[config.mk]
export PLATFORM = sky130hd
export DESIGN_NAME = ecsc_div
export DESIGN_NICKNAME = d
export VERILOG_FILES = /design/src/hw/rtl/ecsc_div.sv
export SDC_FILE = /design/constraint.sdc
export NUM_CORES = 1
export LEC_CHECK = 0
export ABC_AREA = 1
export BUFFER_PORTS_ARGS = -buffer_cell sky130_fd_sc_hd__buf_2
export CAP_MARGIN = 25
export CORE_ASPECT_RATIO = 0.6
export CORE_MARGIN = 1.5
export CORE_UTILIZATION = 64
export DETAILED_ROUTE_END_ITERATION = 8
export PLACE_DENSITY = 0.81
export SYNTH_ARGS = -nofsm -noshare
export SYNTH_HDL_FRONTEND = slang
export SYNTH_SLANG_ARGS = --single-unit
[constraint.sdc]
create_clock -name i_clk -period 2.6 [get_ports i_clk]
set_input_delay 0.39 -clock i_clk [delete_from_list [all_inputs] [get_ports i_clk]]
set_output_delay 0.39 -clock i_clk [all_outputs]
set_load 0.02 [all_outputs]
[src/hw/rtl/ecsc_div.sv]
// Pipelined restoring divider, one quotient bit per register stage
`timescale 1ns / 1ps
`default_nettype none

module ecsc_div #(
    parameter int DW = 16,
    parameter int SW = 16,
    parameter int PW = 1
) (
    input  wire logic          i_clk,
    input  wire logic          i_rst_n,
    input  wire logic          i_adv,
    input  wire logic          i_valid,
    input  wire logic [DW-1:0] i_den,
    input  wire logic [DW-1:0] i_rem,
    input  wire logic [SW-1:0] i_num,
    input  wire logic [PW-1:0] i_side,
    output logic               o_valid,
    output logic [SW-1:0]      o_quo,
    output logic [PW-1:0]      o_side
);

    logic          r_valid [SW];
    logic [DW-1:0] r_den   [SW];
    logic [DW-1:0] r_rem   [SW];
    logic [SW-1:0] r_num   [SW];
    logic [SW-1:0] r_quo   [SW];
    logic [PW-1:0] r_side  [SW];

    for (genvar g = 0; g < SW; g++) begin : g_stage
        logic          w_valid;
        logic [DW-1:0] w_den;
        logic [DW-1:0] w_rem;
        logic [SW-1:0] w_num;
        logic [SW-1:0] w_quo;
        logic [PW-1:0] w_side;
        logic [DW:0]   n_shift;
        logic [DW:0]   n_diff;
        logic          n_take;

        if (g == 0) begin : g_first
            assign w_valid = i_valid;
            assign w_den   = i_den;
            assign w_rem   = i_rem;
            assign w_num   = i_num;
            assign w_quo   = '0;
            assign w_side  = i_side;
        end else begin : g_next
            assign w_valid = r_valid[g-1];
            assign w_den   = r_den[g-1];
            assign w_rem   = r_rem[g-1];
            assign w_num   = r_num[g-1];
            assign w_quo   = r_quo[g-1];
            assign w_side  = r_side[g-1];
        end

        // Shift in the next numerator bit, subtract the divisor if it fits
        assign n_shift = {w_rem, w_num[SW-1]};
        assign n_diff  = n_shift - {1'b0, w_den};
        assign n_take  = (n_shift >= {1'b0, w_den});

        always_ff @(posedge i_clk) begin
            if (!i_rst_n) begin
                r_valid[g] <= 1'b0;
            end else if (i_adv) begin
                r_valid[g] <= w_valid;
            end
        end

        always_ff @(posedge i_clk) begin
            if (i_adv) begin
                r_den[g]  <= w_den;
                r_rem[g]  <= n_take ? n_diff[DW-1:0] : n_shift[DW-1:0];
                r_num[g]  <= w_num << 1;
                r_quo[g]  <= {w_quo[SW-2:0], n_take};
                r_side[g] <= w_side;
            end
        end
    end

    assign o_valid = r_valid[SW-1];
    assign o_quo   = r_quo[SW-1];
    assign o_side  = r_side[SW-1];

endmodule

`default_nettype wire

---- Word level (Yosys, flattened, before mapping) ----
Memories as Yosys holds them, arrays and structs flattened.
Cells that the tools add are included.
operators by class
  multiplexer cells ....................... 37
  magnitude comparators ................... 16
  bitwise gates (word level) .............. 16
  add/subtract/negate cells ............... 16
operator list
  kind                            count
  >= comparator 17 x 16 -> 1 bit  16
  two-way mux 16 bit              16
  subtractor 16 bit               16
  two-way mux 1 bit               21
  OR 1 bit                        16
storage, ports and cells
  memories kept ........................... 6
  output and inout bits ................... 18
  register bits ........................... 0
  input port bits ......................... 53
  bits in writable memories ............... 1,040
  logic and storage cells ................. 91
memory list
  memory   depth  width  read ports  clocked after memory_dff  write ports  line  RTL
  r_den    16     16     15          0                         16           24    logic [DW-1:0] r_den [SW];
  r_quo    16     16     16          0                         16           27    logic [SW-1:0] r_quo [SW];
  r_rem    16     16     15          0                         16           25    logic [DW-1:0] r_rem [SW];
  r_num    16     15     15          0                         16           26    logic [SW-1:0] r_num [SW];
  r_side   16     1      16          0                         16           28    logic [PW-1:0] r_side [SW];
  r_valid  16     1      16          0                         16           23    logic r_valid [SW];

---- Longest topological paths before layout ----
Gate-level depths: netlist (run 1).
  depth in word-level cells ............... 4
  mapped depth ............................ 15
  depth with buffers taken out ............ 13

---- Worst setup path after synthesis (run 1) ----
OpenSTA, ideal clock, no wires.
  path kind ............................... register to register
  start point ............................. memory r_den[7][0] (netlist: r_den[0][112])
  end point ............................... memory r_rem[8][8] (netlist: r_rem[1][8]) (data pin)
  data arrival time ....................... 1.687 ns
  library setup time ...................... 0.253 ns
  path slack .............................. 0.660 ns
  cell stages (with the launch flop) ...... 10
  required time ........................... 2.347 ns
  buffers on the path ..................... 0
  clock period less this slack ............ 1.940 ns
  cell sequence ........................... edfxtp_1 -> ha_1 -> fa_1 -> inv_1 -> nand3_1 -> nand3_1 -> a21oi_1 -> or2_2 -> nand3_1 -> nand2_1
RTL lines
  what             line
  start, declared  24
  end, declared    25

==> results of run 1 <==
## state kept, by name, indices dropped and copies added (netlist names)
| register | cells |
|---|---|
| r_num | 120 |
| r_valid | 16 |
| r_quo | 136 |
| r_den | 240 |
| r_rem | 240 |
| r_side | 16 |
## power groups by stage
stage | Combinational, mW | Sequential [mW] | Clock [mW]
6_report | 23.4 | 19.2 | 10.8
5_1_grt | 26.3 | 19.3 | 11.4
4_1_cts | 22.7 | 19.1 | 10.9
3_5_place_dp | 22.4 | 19.3 | 0
3_3_place_gp | 22.0 | 19.3 | 0
2_1_floorplan | 16.9 | 18.2 | 0
## worst min path at each step
stage | endpoint | startpoint | slack, ps
6_report | r_valid[0][0] | i_valid | 60
5_1_grt | r_valid[0][0] | i_valid | 60
4_1_cts | r_valid[0][0] | i_valid | 20
3_5_place_dp | r_num[1][4] | r_num[0][3] | 400
3_3_place_gp | r_quo[5][26] | r_quo[5][9] | 400
2_1_floorplan | r_num[10][10] | r_num[9][9] | 400
## metal layers
metal	up-vias	routed length [microns]	track usage
li1	16580	-	-
met1	15570	53330	0.5304
met2	1881	40490	0.3996
met3	139	16910	0.1141
met4	2	2193	0.07143
met5	-	19	0
## per-stage QoR
stage,hold WS [ps],cells,power [mW],util
2_1_floorplan,400.3,5051,35.15,-
3_3_place_gp,400.2,6064,41.30,0.6736
3_5_place_dp,404.5,6064,41.67,0.6736
4_1_cts,20.57,6230,52.69,0.7135
5_1_grt,55.75,6236,57.00,0.7144
6_report,60.10,6236,53.45,0.7144
## cells by family (layout without fill, tap and decap cells)
| family | Yosys count | in the layout |
|---|---|---|
| and+or+nand+nor | 2700 | 2700 |
| buffers and inverters | 1043 | 1316 |
| DFF | 768 | 768 |
| adders and majority gates | 271 | 271 |
| AOI/OAI and AO/OA | 178 | 178 |
| xor gates and xnor gates | 91 | 91 |
## cell usage in the layout, fill, tap and decap left out, types with 3 or more instances in the layout
cell           netlist  final
nand2_1           1851   1851
inv_1              986    986
edfxtp_1           767    767
nand3_1            392    392
ha_1               256    254
nor2_1             205    204
a21oi_1            138    138
buf_4                7     83
clkbuf_16            0     75
nand4_1             71     71
xor2_1              71     71
buf_2               24     69
nor3_1              41     41
dlygate4sd3_1        0     33
nand2_2             28     28
nand3b_1            27     27
xnor2_1             20     20
nor2_4              14     15
fa_1                15     15
o21a_1              14     14
and2_1              14     14
clkinv_1             0     14
clkbuf_1             1     14
nand2_4             12     12
o21bai_1            11     11
nor2_2              11     11
nand3_2             10     10
or2_2               10     10
buf_12               2     10
o21ai_0              9      9
clkinv_2             0      8
bufinv_16            0      7
clkinvlp_4           0      6
and3_1               4      4
inv_6                0      4
nand3_4              3      3
## repair_timing
item	in CTS	in global routing
setup endpoints to repair	0	31
hold buffers	33	0
gates resized for setup	0	4
setup buffers	0	6
endpoints found under the hold margin	33	0
## worst max-delay path: stages, from the launching register on
cell and delay (ps):
edfxtp_1 550, inv_1 90, ha_1 360, nand2_1 130
nor2_1 130, nand3_1 130, nand3_1 200, nand2_2 120
buf_4 200, nand3_1 80, nand2_1 170
## layout make-up
type | instances | area (sq um)
Sequential cell | 768 | 23050
Fill cell | 5212 | 19410
Multi-Input combinational cell | 3240 | 16750
Inverter | 987 | 3705
Clock buffer | 89 | 1929
Timing Repair Buffer | 196 | 1514
Tap cell | 912 | 1141
Clock inverter | 44 | 452.9
==> flow_summary.yaml, run 1 <==
logic_synthesis:
  synthAdderAreaFrac: 0.07969
  synth_seq_cells: 768
  yosysSeqAreaShare: 0.5244
  synthesis.nets: 5375
  yosys-top-cells-area: "edfxtp_1, nand2_1, inv_1, ha_1, nand3_1"
  synthXorXnorAreaFrac: 0.01813
  yosys.area.top_type_share: 0.5239
  muxShareOfSynthArea: 0
  synth-simple-area-share: 0.2610
  yosys.area.top_type: "edfxtp_1"
  ys_warn_count: 0
  synthFlopType: "edfxtp_1"
  ys_types: 44
  synth_compound_area_frac: 0.02200
  yosysMostFrequentCell: "nand2_1"
  asyncSetResetFlopFracSynth: 0
  synth_top_family_by_area: "simple AND/OR/NAND/NOR gates"
  synth.top_cells.by_count: "nand2_1, inv_1, edfxtp_1"
  synth.cell_area_sq_mm: 0.04396
  syn_inst: 5051
  avgSynthCellArea_sq_um: 8.703
  synth_edf_count: 767
sta:
  finalMaxSlewViolations: 0
  fin_ws_ps: 122.1
  fmaxAchievable_mhz: 403.6
  finalCritPeriodShare: 0.9530
  finalSetupTns_ps: 0
  tightestPinTransition_ps: 665.3
  rsz0062_at_grt: "false"
  final.setup_skew_ps: 30.27
  period_minus_slack_ps: 2478
  hold_violations: 0
  setup_viol: 0
  max_slew_margin: 0.5554
detailed_routing:
  drt_iter0_markers: 4656
  vias_per_cell: 5.481
  routed_wl_microns: 112900
  wl_per_cell_microns: 18.11
  drt-pass1-iter-count: 7
  drc: 0
  vias: 34180
  ant_nets: 0
hold_path:
  hp-class: "in -> reg"
  hold_path_depth: 3
grt:
  antenna_found_initial: 2
  grt_pass1_wl_microns: 174300
  grt_usage: 0.3246
  grt_max_degree: 84
  grt_pass1_vias: 30900
  grt-ovfl-total: 0
placement:
  io_buffers: 70
  gp_congestion: 1.002
  place_area_sq_mm: 0.04578
  place_ws_ps: 133.7
  hpwl_microns: 86900
floorplan:
  die_area_sq_mm: 0.07032
  die_h_microns: 206.0
  rows: 74
  die_w_microns: 341.3
  ios: 71
  core_sq_mm: 0.06796
  initial_core_util: 0.6468
power:
  vdd_drop_max_mv: 0.5994
  power.density_mw_per_mm2: 1101
  p_leak_nw: 24.30
  p_clk_frac: 0.202
  internal-power_mw: 31.06
  pwr-share-seq: 0.360
  p_sw_frac: 0.4188
  p_sw_mw: 22.38
  power_frac_comb: 0.439
cts:
  tritoncts: "yes"
  htree_levels: 3
  cts_buffers: 73
  clock_latency_ps: 660
  clk_pin_slew_ps: 60
  clock_path_buffers: 3
  cts_sinks: 768
  root_buffer: "clkbuf_16"
final_layout:
  drive_gt1_frac: 0.06875
  nNetsFinal: 5590
  synthToLayoutAreaGrowth_pct: 10.44
  fin_area_sq_mm: 0.04855
  n_antenna_cell: 0
run:
  cap_violations: 0
setup_path:
  crit_end: "r_rem[1][82]"
  cp-end-kind: "flip-flop"
  r2r_cells: 10
  cp.arrival_ps: 2820
  worst-setup-path-type: "reg -> reg"
  rr_startpoint: "r_den[1][70]"
  required_ps: 2940
  critPathMaxFanout: 8
  rrSetupSlack_ps: 120
  crit_path_start: "r_den[1][70]"
  r2r_end: "r_rem[1][82]"
  worst_setup_path_start_kind: "flip-flop"
run_status:
  outcome: "completed"
Power figures use the tool's default switching activity.
==> run 2: changes to the inputs <==
Settings changed: CORE_UTILIZATION 64 to 60, PLACE_DENSITY 0.81 to 0.77.
==> flow_summary.yaml, run 2 (same netlist as run 1, synthesis figures left out) <==
run_status:
  outcome: "completed"
floorplan:
  rows: 76
  initial_core_util: 0.6099
  die_h_microns: 212.7
  die_w_microns: 352.4
  die_area_sq_mm: 0.07495
  ios: 71
  core_sq_mm: 0.07208
final_layout:
  final_common_cell: "nand2_1"
  top_regs: "r_den x240, r_rem x240, r_quo x136"
  n_antenna_cell: 0
  fin_area_sq_mm: 0.04835
  synthToLayoutAreaGrowth_pct: 9.985
  drive_gt1_frac: 0.06511
  final_cell_mix: "nand2_1, inv_1, edfxtp_1"
  nNetsFinal: 5569
detailed_routing:
  vias: 33800
  routed_wl_microns: 109400
  drt_iter0_markers: 4299
  drt-pass1-iter-count: 6
  ant_nets: 0
  drc: 0
  vias_per_cell: 5.387
  wl_per_cell_microns: 17.44
setup_path:
  crit_buf_inv: 1
  slowest_delay_ps: 440
  required_ps: 2950
  cp.arrival_ps: 2860
  path_cells: "inv_1 -> ha_1 -> a21oi_1 -> o21a_1 -> o21ai_1 -> nor2_4 -> nand2_4 -> nand2_1 -> nand2_1"
  worst-setup-path-type: "reg -> reg"
  critPathMaxFanout: 17
  cp_top_family: "simple AND/OR/NAND/NOR gates"
  cp-end-kind: "flip-flop"
  path_common_cell: "nand2_1"
  crit_slowest_cell: "edfxtp_1"
  worst_setup_path_start_kind: "flip-flop"
sta:
  setup_viol: 0
  finalSetupTns_ps: 0
  hold_violations: 0
  period_minus_slack_ps: 2511
  fmaxAchievable_mhz: 398.3
  max_slew_margin: 0.5445
  final.setup_skew_ps: 14.42
  rsz0062_at_grt: "false"
  finalCritPeriodShare: 0.9657
  tightestPinTransition_ps: 683.3
  finalMaxSlewViolations: 0
placement:
  io_buffers: 70
  place_area_sq_mm: 0.04571
  hpwl_microns: 84460
  gp_congestion: 0.9825
grt:
  gr-usage-met3: 0.09556
  busiest_layer: "met1"
  grtUsageMet2: 0.3510
  grt-ovfl-total: 0
  grt_pass1_vias: 30090
  antenna_found_initial: 2
  grt_usage: 0.2935
  grt_max_degree: 95
  grtUsageMet1: 0.4971
  grt_pass1_wl_microns: 169500
cts:
  cts_sinks: 768
  root_buffer: "clkbuf_16"
  clk_pin_slew_ps: 60
  htree_levels: 3
  clock_path_buffers: 3
  clock_latency_ps: 630
  cts_buffers: 74
  tritoncts: "yes"
power:
  p_leak_nw: 24.16
  power.density_mw_per_mm2: 1087
  pwr-share-seq: 0.368
  p_sw_frac: 0.4147
  vdd_drop_max_mv: 0.7374
  p_clk_frac: 0.200
  p_sw_mw: 21.78
  power_frac_comb: 0.432
  internal-power_mw: 30.75
run:
  cap_violations: 0
hold_path:
  hp-class: "in -> reg"
run 2: cell count changes in the layout (fill, tap and decap cells not counted), sizes merged, moves of 2 or more:
| cell | delta |
|---|---|
| buf | -21 |
| clkbuf | +6 |
| clkinv | -5 |
| bufinv | -3 |
| inv | -3 |
| clkinvlp | +2 |
run 2: metal layers:
layer | share of wire | vias up
met5 | 0 | -
met4 | 0.015 | 0
met3 | 0.14 | 133
met2 | 0.35 | 1656
met1 | 0.50 | 15470
li1 | - | 16540
run 2: stage by stage:
| stage | total power, mW | utilization | hold WS (ps) | instances | worst slack, ps |
|---|---|---|---|---|---|
| floorplan | 35.15 | - | 400.3 | 5051 | 659.7 |
| global placement | 40.96 | 0.6342 | 400.5 | 6111 | 217.9 |
| detailed placement | 41.33 | 0.6342 | 404.5 | 6111 | 166.2 |
| CTS | 52.05 | 0.6706 | 7.458 | 6273 | 138.1 |
| global route | 56.28 | 0.6708 | 38.42 | 6274 | 6.160 |
| finish | 52.53 | 0.6708 | 46.65 | 6274 | 89.14 |
run 2: final timing paths:
path                     start             to  slack, ps  cells after the start
hold / removal         i_rst_n  r_valid[1][0]         50                      3
hold reg to reg   r_num[2][13]   r_num[3][14]        410                      0
setup / recovery  r_den[0][78]   r_rem[0][95]         90                      9
setup reg to reg  r_den[0][78]   r_rem[0][95]         90                      9
run 2: final cells by class:
type                       count  area (sq um)
multi-input combinational   3240         16740
clock buffer                  95          1994
timing repair buffer         174          1321
tap                          975          1220
sequential                   768         23050
inverter                     987          3705
fill                        5912         23730
clock inverter                35         311.5
run 2: worst reg2reg max path: cells and delay by family (launching register included):
family | cells | cell delay (ps)
AOI/OAI and AO/OA | 3 | 590
adders and majority gates | 1 | 390
buffers and inverters | 1 | 70
DFF | 1 | 440
and+or+nand+nor | 4 | 740
run 2: timing repair:
action	4_1_cts	5_1_grt
hold buffers	32	0
hold endpoints to repair	32	0
gates resized for setup	0	1
endpoints found under the setup margin	0	3
buffers inserted	0	1
run 2: power by group through the flow:
stage | combinational (mW) | sequential, mW | clock, mW
floorplan | 16.9 | 18.2 | 0
detailed placement | 22.0 | 19.4 | 0
global route | 25.7 | 19.4 | 11.2
global placement | 21.6 | 19.4 | 0
CTS | 22.2 | 19.2 | 10.7
finish | 22.7 | 19.3 | 10.5
